[src/rtl/hrp_pkg.sv]
`timescale 1ns / 1ps

package hrp_pkg;

  typedef enum logic [4:0] {
    ST_METHOD_START = 5'd0,
    ST_METHOD       = 5'd1,
    ST_URI_START    = 5'd2,
    ST_URI          = 5'd3,
    ST_H            = 5'd4,
    ST_T1           = 5'd5,
    ST_T2           = 5'd6,
    ST_P            = 5'd7,
    ST_SLASH        = 5'd8,
    ST_MAJ_START    = 5'd9,
    ST_MAJ          = 5'd10,
    ST_MIN_START    = 5'd11,
    ST_MIN          = 5'd12,
    ST_NL_LINE      = 5'd13,
    ST_LINE_START   = 5'd14,
    ST_LWS          = 5'd15,
    ST_NAME         = 5'd16,
    ST_SP_VALUE     = 5'd17,
    ST_VALUE        = 5'd18,
    ST_NL_HDR       = 5'd19,
    ST_NL_END       = 5'd20,
    ST_DONE         = 5'd21,
    ST_BAD          = 5'd22
  } parse_state_t;

  localparam logic [1:0] V_MORE = 2'd0;
  localparam logic [1:0] V_DONE = 2'd1;
  localparam logic [1:0] V_BAD  = 2'd2;

  localparam logic [2:0] C_NONE   = 3'd0;
  localparam logic [2:0] C_METHOD = 3'd1;
  localparam logic [2:0] C_URI    = 3'd2;
  localparam logic [2:0] C_NAME   = 3'd3;
  localparam logic [2:0] C_VALUE  = 3'd4;

  localparam logic [7:0] CH_DEL   = 8'd127;
  localparam logic [7:0] CH_CTL_MAX = 8'd31;
  localparam logic [7:0] CH_CR    = 8'h0d;
  localparam logic [7:0] CH_LF    = 8'h0a;
  localparam logic [7:0] CH_TAB   = 8'h09;
  localparam logic [7:0] CH_SP    = 8'h20;
  localparam logic [7:0] CH_ZERO  = 8'h30;
  localparam logic [7:0] CH_NINE  = 8'h39;
  localparam logic [3:0] DEC_BASE = 4'd10;
  localparam logic [7:0] ACC_MAX  = 8'd255;

  // Parser context carried from one word to the next.
  typedef struct packed {
    parse_state_t state;
    logic [7:0]   major_acc;
    logic [7:0]   minor_acc;
    logic         header_seen;
  } parse_ctx_t;

  // Per-word classification produced by the step logic.
  typedef struct packed {
    logic [1:0] verdict;
    logic [2:0] byte_class;
    logic       header_start;
  } step_res_t;

  function automatic logic is_ctl(input logic [7:0] c);
    return (c <= CH_CTL_MAX) || (c == CH_DEL);
  endfunction

  function automatic logic is_special(input logic [7:0] c);
    logic r;
    case (c)
      "(", ")", "<", ">", "@", ",", ";", ":", "\\", "\"",
      "/", "[", "]", "?", "=", "{", "}", CH_SP, CH_TAB: r = 1'b1;
      default: r = 1'b0;
    endcase
    return r;
  endfunction

  function automatic logic is_token(input logic [7:0] c);
    return !c[7] && !is_ctl(c) && !is_special(c);
  endfunction

  function automatic logic is_dec_char(input logic [7:0] c);
    return (c >= CH_ZERO) && (c <= CH_NINE);
  endfunction

  // acc * 10 + digit, clamped to 255.
  function automatic logic [7:0] sat_acc(input logic [7:0] acc, input logic [7:0] c);
    logic [11:0] v;
    v = {4'd0, acc} * {8'd0, DEC_BASE} + {8'd0, c[3:0]};
    return (v > {4'd0, ACC_MAX}) ? ACC_MAX : v[7:0];
  endfunction

endpackage

[src/rtl/hrp_step.sv]
`timescale 1ns / 1ps

module hrp_step (
  input  hrp_pkg::parse_ctx_t ctx,
  input  logic [7:0]          data,
  output hrp_pkg::parse_ctx_t ctx_nxt,
  output hrp_pkg::step_res_t  res
);
  import hrp_pkg::*;

  logic [2:0] cls;
  logic       hstart;

  always_comb begin
    ctx_nxt       = ctx;
    ctx_nxt.state = ST_BAD;
    cls           = C_NONE;
    hstart        = 1'b0;

    case (ctx.state)
      ST_METHOD_START: begin
        if (is_token(data)) begin
          ctx_nxt.state = ST_METHOD;
          cls = C_METHOD;
        end
      end
      ST_METHOD: begin
        if (data == CH_SP) begin
          ctx_nxt.state = ST_URI_START;
        end else if (is_token(data)) begin
          ctx_nxt.state = ST_METHOD;
          cls = C_METHOD;
        end
      end
      ST_URI_START: begin
        if (!is_ctl(data)) begin
          ctx_nxt.state = ST_URI;
          cls = C_URI;
        end
      end
      ST_URI: begin
        if (data == CH_SP) begin
          ctx_nxt.state = ST_H;
        end else if (!is_ctl(data)) begin
          ctx_nxt.state = ST_URI;
          cls = C_URI;
        end
      end
      ST_H: begin
        if (data == "H") ctx_nxt.state = ST_T1;
      end
      ST_T1: begin
        if (data == "T") ctx_nxt.state = ST_T2;
      end
      ST_T2: begin
        if (data == "T") ctx_nxt.state = ST_P;
      end
      ST_P: begin
        if (data == "P") ctx_nxt.state = ST_SLASH;
      end
      ST_SLASH: begin
        if (data == "/") begin
          ctx_nxt.major_acc = '0;
          ctx_nxt.minor_acc = '0;
          ctx_nxt.state = ST_MAJ_START;
        end
      end
      ST_MAJ_START: begin
        if (is_dec_char(data)) begin
          ctx_nxt.major_acc = sat_acc(ctx.major_acc, data);
          ctx_nxt.state = ST_MAJ;
        end
      end
      ST_MAJ: begin
        if (data == ".") begin
          ctx_nxt.state = ST_MIN_START;
        end else if (is_dec_char(data)) begin
          ctx_nxt.major_acc = sat_acc(ctx.major_acc, data);
          ctx_nxt.state = ST_MAJ;
        end
      end
      ST_MIN_START: begin
        if (is_dec_char(data)) begin
          ctx_nxt.minor_acc = sat_acc(ctx.minor_acc, data);
          ctx_nxt.state = ST_MIN;
        end
      end
      ST_MIN: begin
        if (data == CH_CR) begin
          ctx_nxt.state = ST_NL_LINE;
        end else if (is_dec_char(data)) begin
          ctx_nxt.minor_acc = sat_acc(ctx.minor_acc, data);
          ctx_nxt.state = ST_MIN;
        end
      end
      ST_NL_LINE: begin
        if (data == CH_LF) ctx_nxt.state = ST_LINE_START;
      end
      ST_LINE_START: begin
        // Leading whitespace only continues a value once a header exists.
        if (data == CH_CR) begin
          ctx_nxt.state = ST_NL_END;
        end else if (ctx.header_seen && (data == CH_SP || data == CH_TAB)) begin
          ctx_nxt.state = ST_LWS;
        end else if (is_token(data)) begin
          ctx_nxt.header_seen = 1'b1;
          ctx_nxt.state = ST_NAME;
          hstart = 1'b1;
          cls = C_NAME;
        end
      end
      ST_LWS: begin
        if (data == CH_CR) begin
          ctx_nxt.state = ST_NL_HDR;
        end else if (data == CH_SP || data == CH_TAB) begin
          ctx_nxt.state = ST_LWS;
        end else if (!is_ctl(data)) begin
          ctx_nxt.state = ST_VALUE;
          cls = C_VALUE;
        end
      end
      ST_NAME: begin
        if (data == ":") begin
          ctx_nxt.state = ST_SP_VALUE;
        end else if (is_token(data)) begin
          ctx_nxt.state = ST_NAME;
          cls = C_NAME;
        end
      end
      ST_SP_VALUE: begin
        if (data == CH_SP) ctx_nxt.state = ST_VALUE;
      end
      ST_VALUE: begin
        if (data == CH_CR) begin
          ctx_nxt.state = ST_NL_HDR;
        end else if (!is_ctl(data)) begin
          ctx_nxt.state = ST_VALUE;
          cls = C_VALUE;
        end
      end
      ST_NL_HDR: begin
        if (data == CH_LF) ctx_nxt.state = ST_LINE_START;
      end
      ST_NL_END: begin
        if (data == CH_LF) ctx_nxt.state = ST_DONE;
      end
      ST_DONE: begin
        ctx_nxt.state = ST_DONE;
      end
      default: begin
        ctx_nxt.state = ST_BAD;
      end
    endcase

    res.byte_class   = (ctx_nxt.state == ST_BAD) ? C_NONE : cls;
    res.header_start = (ctx_nxt.state == ST_BAD) ? 1'b0 : hstart;
    res.verdict      = (ctx_nxt.state == ST_DONE) ? V_DONE :
                       (ctx_nxt.state == ST_BAD)  ? V_BAD  : V_MORE;
  end

endmodule

[src/rtl/http_request_head_parser_top.sv]
`timescale 1ns / 1ps

// HTTP/1.0 request head parser. Each word on the input channel is one byte of
// the request stream; each produces exactly one result word carrying the
// verdict (more, complete, malformed), the byte's class, a header-start flag,
// the byte itself and the running major/minor version numbers. A byte is held
// in an input register, the parser state machine advances on it, and the
// result lands in an output register. Throughput is one byte per cycle while
// out_ready stays high; apart from output back-pressure, the limit is the state
// update feeding back into the parser context. Complete and malformed verdicts
// are sticky until reset.

module http_request_head_parser_top (
  input  logic       clk,
  input  logic       rst_n,
  input  logic       in_valid,
  output logic       in_ready,
  input  logic [7:0] in_data,
  output logic       out_valid,
  input  logic       out_ready,
  output logic [1:0] out_verdict,
  output logic [2:0] out_byte_class,
  output logic       out_header_start,
  output logic [7:0] out_data_out,
  output logic [7:0] out_version_major,
  output logic [7:0] out_version_minor
);
  import hrp_pkg::*;

  logic       in_v_r;
  logic [7:0] in_data_r;
  logic       out_v_r;
  logic       advance;

  parse_ctx_t ctx_r;
  parse_ctx_t ctx_nxt;
  step_res_t  res;

  logic [1:0] verdict_r;
  logic [2:0] class_r;
  logic       hstart_r;
  logic [7:0] data_out_r;
  logic [7:0] major_r;
  logic [7:0] minor_r;

  // The held word moves to the output when the output slot is free or draining.
  assign advance  = in_v_r && (!out_v_r || out_ready);
  assign in_ready = !in_v_r || advance;

  hrp_step u_step (
    .ctx     (ctx_r),
    .data    (in_data_r),
    .ctx_nxt (ctx_nxt),
    .res     (res)
  );

  always_ff @(posedge clk) begin
    if (!rst_n) begin
      in_v_r            <= 1'b0;
      out_v_r           <= 1'b0;
      ctx_r.state       <= ST_METHOD_START;
      ctx_r.major_acc   <= '0;
      ctx_r.minor_acc   <= '0;
      ctx_r.header_seen <= 1'b0;
    end else begin
      if (in_ready) begin
        in_v_r <= in_valid;
      end
      if (advance) begin
        out_v_r <= 1'b1;
        ctx_r   <= ctx_nxt;
      end else if (out_ready) begin
        out_v_r <= 1'b0;
      end
    end
  end

  always_ff @(posedge clk) begin
    if (in_valid && in_ready) begin
      in_data_r <= in_data;
    end
    if (advance) begin
      verdict_r  <= res.verdict;
      class_r    <= res.byte_class;
      hstart_r   <= res.header_start;
      data_out_r <= in_data_r;
      major_r    <= ctx_nxt.major_acc;
      minor_r    <= ctx_nxt.minor_acc;
    end
  end

  assign out_valid         = out_v_r;
  assign out_verdict       = verdict_r;
  assign out_byte_class    = class_r;
  assign out_header_start  = hstart_r;
  assign out_data_out      = data_out_r;
  assign out_version_major = major_r;
  assign out_version_minor = minor_r;

endmodule

[config.mk]
export PLATFORM = sky130hd
export DESIGN_NAME = http_request_head_parser_top
export DESIGN_NICKNAME = d
export VERILOG_FILES = /design/src/rtl/hrp_pkg.sv /design/src/rtl/hrp_step.sv /design/src/rtl/http_request_head_parser_top.sv
export SDC_FILE = /design/constraint.sdc
export NUM_CORES = 1
export LEC_CHECK = 0
export BUFFER_PORTS_ARGS = -buffer_cell sky130_fd_sc_hd__buf_2
export CELL_PAD_IN_SITES_DETAIL_PLACEMENT = 0
export CELL_PAD_IN_SITES_GLOBAL_PLACEMENT = 1
export CORE_AREA = 2 2 98 100
export CTS_BUF_LIST = sky130_fd_sc_hd__clkbuf_8 sky130_fd_sc_hd__clkbuf_16
export DETAILED_ROUTE_END_ITERATION = 10
export DIE_AREA = 0 0 100 102
export PLACE_DENSITY_LB_ADDON = 0.1
export SLEW_MARGIN = 20
export SYNTH_ARGS = -nofsm -noshare
export SYNTH_HDL_FRONTEND = slang
export SYNTH_HIERARCHICAL = 1
export SYNTH_SLANG_ARGS = --single-unit
[constraint.sdc]
create_clock -name clk -period 5.7 [get_ports clk]
set_input_delay 0.57 -clock clk [delete_from_list [all_inputs] [get_ports clk]]
set_output_delay 0.57 -clock clk [all_outputs]
set_load 0.02 [all_outputs]
# Yosys cells after proc, flatten, opt, wreduce, memory -nomap -nowiden
# Cells that the tools add are included.
[op_classes] n_lt_le_gt_ge=5 bitwise=3 n_eq_ne=49 n_reduce_logical=27 n_mul=2 add_sub_neg=2 n_mux=62
[ops] cell="5-bit one-hot mux with 21 select lines" count=1
[ops] cell="8-bit by 6-bit == test with 1-bit output, second input constant" count=13
[ops] cell="5-bit 2-to-1 mux" count=19
[ops] cell="8-bit by 7-bit == test with 1-bit output, second input constant" count=10
[ops] cell="8-bit one-hot mux with 3 select lines" count=2
[ops] cell="5-bit by 4-bit == test with 1-bit output, second input constant" count=8
[ops] cell="5-bit == test, second input constant" count=8
[ops] cell="8-bit 2-to-1 mux" count=5
[ops] cell="3-bit 2-to-1 mux" count=13
[ops] cell="12-bit by 4-bit adder with 12-bit output" count=2
[ops] cell="8-bit by 4-bit == test with 1-bit output, second input constant" count=3
[ops] cell="12-bit by 8-bit > comparator with 1-bit output, second input constant" count=2
[ops] cell="3-bit one-hot mux with 8 select lines" count=1
[ops] cell="8-bit by 3-bit multiplier with 11-bit output, second input constant" count=2
[ops] cell="21-bit 2-to-1 mux" count=1
[ops] cell="5-bit by 3-bit == test with 1-bit output, second input constant" count=4
[ops] cell="19-bit OR reduction" count=1
[ops] cell="1-bit 2-to-1 mux" count=14
[ops] cell="13-bit 2-to-1 mux" count=1
[ops] cell="5-bit by 2-bit == test with 1-bit output, second input constant" count=2
[ops] cell="2-bit 2-to-1 mux" count=5
[ops] cell="1-bit logical AND" count=9
[ops] cell="8-bit by 6-bit >= comparator with 1-bit output, second input constant" count=1
[ops] cell="8-bit by 5-bit <= comparator with 1-bit output, second input constant" count=1
[ops] cell="10 further kinds" count=22
[totals] regBits=62 in_bits=12

# Longest topological paths before layout
# Gate-level depths: netlist of the first run.
[depth] word_depth=14 depth_mapped=13 ltp_nobuf=13

# Cells and area by module
# The synthesis of the first run kept the hierarchy.
[by_module_without_submodules] module="hrp_step" n_inst=1 area_each_um2=2377.3 cells_each=354
[by_module_without_submodules] module="http_request_head_parser_top" n_inst=1 area_each_um2=2133.3 cells_each=143

# Worst setup path after synthesis of the first run
# OpenSTA, ideal clock, no wires.
[synth_timing] path_kind="reg-to-reg" start="register ctx_r[2] (netlist bit)" end="register minor_r[3], in the netlist out_version_minor[3] (data pin)" period_less_slack_ns=3.170 n_path_buf=0 setup_ns=0.258 path_stages_with_launch=10 arrival_time_ns=2.912 path_slack_ns=2.530 required_ns=5.442 path_cell_list="dfxtp_1 > ha_1 > ha_1 > fa_1 > or4_1 > o32a_1 > a21oi_1 > a31oi_1 > o21ai_1 > a21bo_1"
[synth_rtl] item="start: declaration" line_no="http_request_head_parser_top.sv:35" source="parse_ctx_t ctx_r;"
[synth_rtl] item="start signal: assignment" line_no="http_request_head_parser_top.sv:71" source="ctx_r <= ctx_nxt;"
[synth_rtl] item="end signal: assignment" line_no="http_request_head_parser_top.sv:88" source="minor_r <= ctx_nxt.minor_acc;"
[synth_rtl] item="end: declaration" line_no="http_request_head_parser_top.sv:44" source="logic [7:0] minor_r;"

==> flow_summary.ini, run 1 <==
[run_status]
status = complete, no violations

[setup_path]
startpoint_type = flip-flop
rr_worst_depth = 11
path_class = flip-flop to flip-flop
r2r_start = ctx_r[2]$_SDFFE_PN0P_
required_ns = 5.89
cp_num_cells = 11
cp_cell_sequence = ha_1, ha_1, fa_1, or4_1, o32a_1, a21oi_1, a31oi_1, o21ai_1, a21bo_1, nand2_1, mux2i_1
slowest_stage = or4_1
startpoint = ctx_r[2]$_SDFFE_PN0P_
cp_max_fo = 6
path_delay_family = compound AO/OA/AOI/OAI gates
critPathCaptureType = flip-flop
cpPeakStageDelay_ns = 0.53
cp.arrival_ns = 3.73
worstSetupEndpoint = ctx_r[8]$_SDFFE_PN0P_
critPathBufInv = 0
r2r-end = ctx_r[8]$_SDFFE_PN0P_
cp_common_cell = ha_1
r2r_setup_slack_ns = 2.16

[yosys]
syn_area_per_cell_um2 = 9.08
syn_inst = 497
syn-num-nets = 543
ys_seq_area_frac = 0.360
yosys_warnings = 6
synth_area_leaders = edfxtp_1, dfxtp_1, ha_1
ys.flop_type = edfxtp_1
synthDistinctLibCells = 71
syn_area_um2 = 4510
synth_edf_count = 38
synth_seq_cells = 62
yosysTopAreaCellShare = 0.253
yosys.area.top_type = edfxtp_1
async_flop_share = 0

[clock_network]
clk_pin_slew_worst_paths_ns = 0.08
clockBufferDepth = 2
post_cts_resized = 0
cts_tree = yes
cts_root_buf = clkbuf_8
cts_setup_buffers = 0
cts.sinks = 62
numCtsBuffers = 9
cts_htree_levels = 3
clkLatencyLatePin_ns = 0.35
holdBufCountCts = 0

[power]
finalPower_mw = 1.05
sw_frac_of_total = 0.289
pwr-share-comb = 0.127
power.density_nw_per_um2 = 214
p_leak_nw = 1.91
p_clk_frac = 0.372
ir_drop_v = 0.000123
p_int_uw = 747
pwr-share-seq = 0.501
netSwitchingPower_uw = 303

[sta]
drv_slew = 0
slew_headroom = 0.300
fin_crit_sh = 0.621
finalSetupViolCount = 0
period_minus_slack_ns = 3.54
rsz0062_at_grt = no
setup_tns_ns = 0
final.setup.worst_slack_ns = 2.16
skew_ns = 0.0143
worst_pin_slew_ns = 1.04
clock.fmax_mhz = 283
hold_violations = 0

[route]
totalWireLength_um = 11300
top_layer_used = met4
drt-vias-per-instance = 6.23
vias = 3984
routedWlPerCell_um = 17.6
wl_met1_um = 5030
wl_met3_um = 605
drtIter0Drc = 201
ant_nets = 0
firstDrtPassIters = 5
drc = 0
dr_wl_met2_um = 5540

[global_routing]
grt_antenna_before_repair = 0
overflow = 0
grt_pass1_vias = 3722
grt_max_degree = 53
grt_usage = 0.233
grt_pass1_wl_um = 18800

[layout]
final_cell_mix = nand2_1, buf_2, edfxtp_1
final_cells = 639
drive_above_1_share = 0.138
synthToLayoutAreaGrowth_pct = 9.02
nets = 569
fillers = 866
diodes = 0
final_core_util = 0.540
final_common_cell = nand2_1

[placement]
dp_cells = 623
numPortBuffers = 43
place_worst_setup_slack_ns = 2.14
dp_hpwl_um = 7850
gp_congestion = 0.837

[floorplan]
rows = 35
io_pins = 44
dieWidth_um = 100
fp.coreArea_um2 = 9110
start_util = 0.495
die_area_um2 = 10200
die-height_um = 102

[hold_path]
hp-class = input port to flip-flop
hold_start = in_data[4]

[run]
drv_cap = 0
## how the worst min path moves through the flow
stage	end	slack (ns)	cells past startpoint
floorplan	ctx_r[17]$_SDFFE_PN0P_	0.43	2
global placement	ctx_r[0]$_SDFFE_PN0P_	0.47	2
detailed placement	ctx_r[0]$_SDFFE_PN0P_	0.48	2
CTS	in_data_r[4]$_DFFE_PP_	0.38	1
global route	in_data_r[7]$_DFFE_PP_	0.38	1
finish	in_data_r[4]$_DFFE_PP_	0.40	1
## flip-flops by register name, summed over array words and instances (netlist names)
register	cells
out_header_start	1
ctx_r	22
out_verdict	2
out_version_major	8
out_version_minor	8
out_valid	1
in_v_r	1
out_data_out	8
in_data_r	8
out_byte_class	3
## power groups by stage
stage               clock (mW)  combinational [mW]  sequential [mW]
floorplan                    0               0.106            0.526
global placement             0               0.131            0.536
detailed placement           0               0.132            0.536
CTS                      0.404               0.132            0.526
global route             0.420               0.147            0.530
finish                   0.391               0.133            0.526
## routing by layer
layer,vias up,global-route usage
met5,-,0
met3,9,0.0410
met1,1939,0.311
met2,137,0.394
met4,0,0.0601
li1,1899,-
## area by class of cell
| class | count | area, um^2 | area share |
|---|---|---|---|
| sequential | 62 | 1620 | 0.330 |
| inverter | 15 | 56.3 | 0.0115 |
| tap | 111 | 139 | 0.0282 |
| timing repair buffer | 45 | 230 | 0.0468 |
| multi-input combinational | 390 | 2670 | 0.544 |
| clock inverter | 7 | 73.8 | 0.0150 |
| clock buffer | 9 | 124 | 0.0252 |
## logic make-up after synthesis
kind of cell,after synthesis,synth area share
xor+xnor,14,0.0272
fa+ha+maj,34,0.101
mux,25,0.0560
flops,62,0.359
buf+inv,45,0.0491
compound gates,116,0.176
simple gates,201,0.231
## metrics by stage
step           hold slack (ns)  area [um^2]
2_1_floorplan            0.434         4510
3_3_place_gp             0.466         4720
3_5_place_dp             0.477         4720
4_1_cts                  0.377         4920
5_1_grt                  0.382         4920
6_report                 0.398         4920
## cell usage after synthesis (7+ instances only)
master / instances
nand2_1: 82
edfxtp_1: 38
a21oi_1: 34
ha_1: 30
dfxtp_1: 24
nor2_1: 24
mux2i_1: 23
clkbuf_1: 20
nand3_1: 15
inv_1: 14
nor3_1: 11
o21ai_0: 11
a31oi_1: 10
o21ai_1: 9
xnor2_1: 8
and3_1: 7
nor2b_1: 7
(Power assumes the default switching activity.)
==> run 2, diff against run 1 <==
--- a/config.mk
+++ b/config.mk
@@ -8,10 +8,10 @@
 export BUFFER_PORTS_ARGS = -buffer_cell sky130_fd_sc_hd__buf_2
 export CELL_PAD_IN_SITES_DETAIL_PLACEMENT = 0
 export CELL_PAD_IN_SITES_GLOBAL_PLACEMENT = 1
-export CORE_AREA = 2 2 98 100
+export CORE_AREA = 2 2 107 109
 export CTS_BUF_LIST = sky130_fd_sc_hd__clkbuf_8 sky130_fd_sc_hd__clkbuf_16
 export DETAILED_ROUTE_END_ITERATION = 10
-export DIE_AREA = 0 0 100 102
+export DIE_AREA = 0 0 109 111
 export PLACE_DENSITY_LB_ADDON = 0.1
 export SLEW_MARGIN = 20
 export SYNTH_ARGS = -nofsm -noshare
==> constraint.sdc (replaced) <==
create_clock -name clk -period 3.19 [get_ports clk]
set_input_delay 0.319 -clock clk [delete_from_list [all_inputs] [get_ports clk]]
set_output_delay 0.319 -clock clk [all_outputs]
set_load 0.02 [all_outputs]
==> flow_summary.ini, run 2 (synthesis results as in run 1) <==
[setup_path]
startpoint = ctx_r[2]$_SDFFE_PN0P_
r2r_setup_slack_ns = 0.12
required_ns = 3.45
r2r_start = ctx_r[2]$_SDFFE_PN0P_
cp.arrival_ns = 3.34
startpoint_type = flip-flop
rr_worst_depth = 12
critPathCaptureType = flip-flop
path_class = flip-flop to flip-flop
cp_max_fo = 6

[layout]
final_core_util = 0.481
diodes = 0
synthToLayoutAreaGrowth_pct = 18.1
drive_above_1_share = 0.203
final_common_cell = nand2_1
final_cell_mix = nand2_1, buf_2, edfxtp_1
nets = 593
final_cells = 695
multi_input_area_um2 = 2750
regArea_um2 = 1630
regMostFlops = ctx_r
design_area_um2 = 5330
largest_reg_flops = 22
fillers = 1049

[clock_network]
numCtsBuffers = 9
clockBufferDepth = 2
cts.sinks = 62
cts_htree_levels = 3
cts_root_buf = clkbuf_16
cts_tree = yes
clk_pin_slew_worst_paths_ns = 0.06
clkLatencyLatePin_ns = 0.35

[sta]
period_minus_slack_ns = 3.07
final.setup.worst_slack_ns = 0.115
clock.fmax_mhz = 325
slew_headroom = 0.438
drv_slew = 0
setup_tns_ns = 0
hold_violations = 0
skew_ns = 0.00766
fin_crit_sh = 0.964
finalSetupViolCount = 0
worst_pin_slew_ns = 0.844
rsz0062_at_grt = yes
timing.hold.ws_ns = 0.147

[power]
sw_frac_of_total = 0.274
p_leak_nw = 2.08
ir_drop_v = 0.000413
p_int_mw = 1.60
finalPower_mw = 2.20
p_clk_frac = 0.457
pwr-share-comb = 0.122
power.density_nw_per_um2 = 414
pwr-share-seq = 0.421
netSwitchingPower_uw = 603

[run]
drv_cap = 0

[placement]
dp_hpwl_um = 8670
dp_cells = 677
place_worst_setup_slack_ns = 0.0562
postPlaceCellArea_um2 = 4920
numPortBuffers = 43
gp_congestion = 0.882

[global_routing]
overflow = 0
grt_pass1_wl_um = 19600
grt_usage = 0.210
grt_antenna_before_repair = 0
grt_pass1_vias = 3857
grt_max_degree = 47

[floorplan]
die-height_um = 111
fp.coreArea_um2 = 11100
io_pins = 44
dieWidth_um = 109
rows = 39
die_area_um2 = 12100
start_util = 0.407

[route]
drt-vias-per-instance = 5.70
totalWireLength_um = 12000
routedWlPerCell_um = 17.3
drtIter0Drc = 214
drc = 0
firstDrtPassIters = 5
vias = 3959
ant_nets = 0

[hold_path]
hold_depth = 1
hold_start = in_data[1]
hp-class = input port to flip-flop

[run_status]
status = complete, no violations
## run 2: critical path: stages (launching register included)
cell and delay, ns:
dfxtp_2 0.33, ha_4 0.24, ha_4 0.16, fa_2 0.58, nand2_2 0.06, or2_1 0.26
nor4_2 0.30, mux2_4 0.38, a31oi_4 0.19, o21ai_2 0.06, a21bo_1 0.19, nand2_1 0.05
mux2i_1 0.18
## run 2: path summary, 6_finish.rpt
check	endpoint
worst max-delay path	ctx_r[4]$_SDFFE_PN0P_
worst min-delay path	in_data_r[1]$_DFFE_PP_
worst max register to register	ctx_r[4]$_SDFFE_PN0P_
worst min register to register	ctx_r[0]$_SDFFE_PN0P_
## run 2: cell type report
class                      count  area share
inverter                      15      0.0106
multi-input combinational    390       0.516
clock buffer                   9      0.0423
sequential                    62       0.305
timing repair buffer          69      0.0770
tap                          143      0.0336
clock inverter                 7      0.0150
## run 2: timing repair
action,in CTS,in global routing
hold buffers,0,0
setup endpoints to repair,0,13
buffers inserted,0,2
resized for setup,0,19
endpoints found under the hold margin,0,0
## run 2: power groups by stage
| stage | combinational, mW | sequential, mW | clock, mW |
|---|---|---|---|
| finish | 0.269 | 0.928 | 1.01 |
| detailed placement | 0.269 | 0.944 | 0 |
| global route | 0.299 | 0.933 | 1.08 |
| global placement | 0.267 | 0.944 | 0 |
| CTS | 0.269 | 0.928 | 1.03 |
| floorplan | 0.189 | 0.939 | 0 |
## run 2: per-layer routing
layer / global-route usage / vias up / wire length [um]
met3: 0.0506 / 14 / 485
met4: 0.0761 / 0 / 159
met2: 0.333 / 95 / 5730
li1: - / 1953 / -
met5: 0 / - / 0
met1: 0.278 / 1897 / 5670
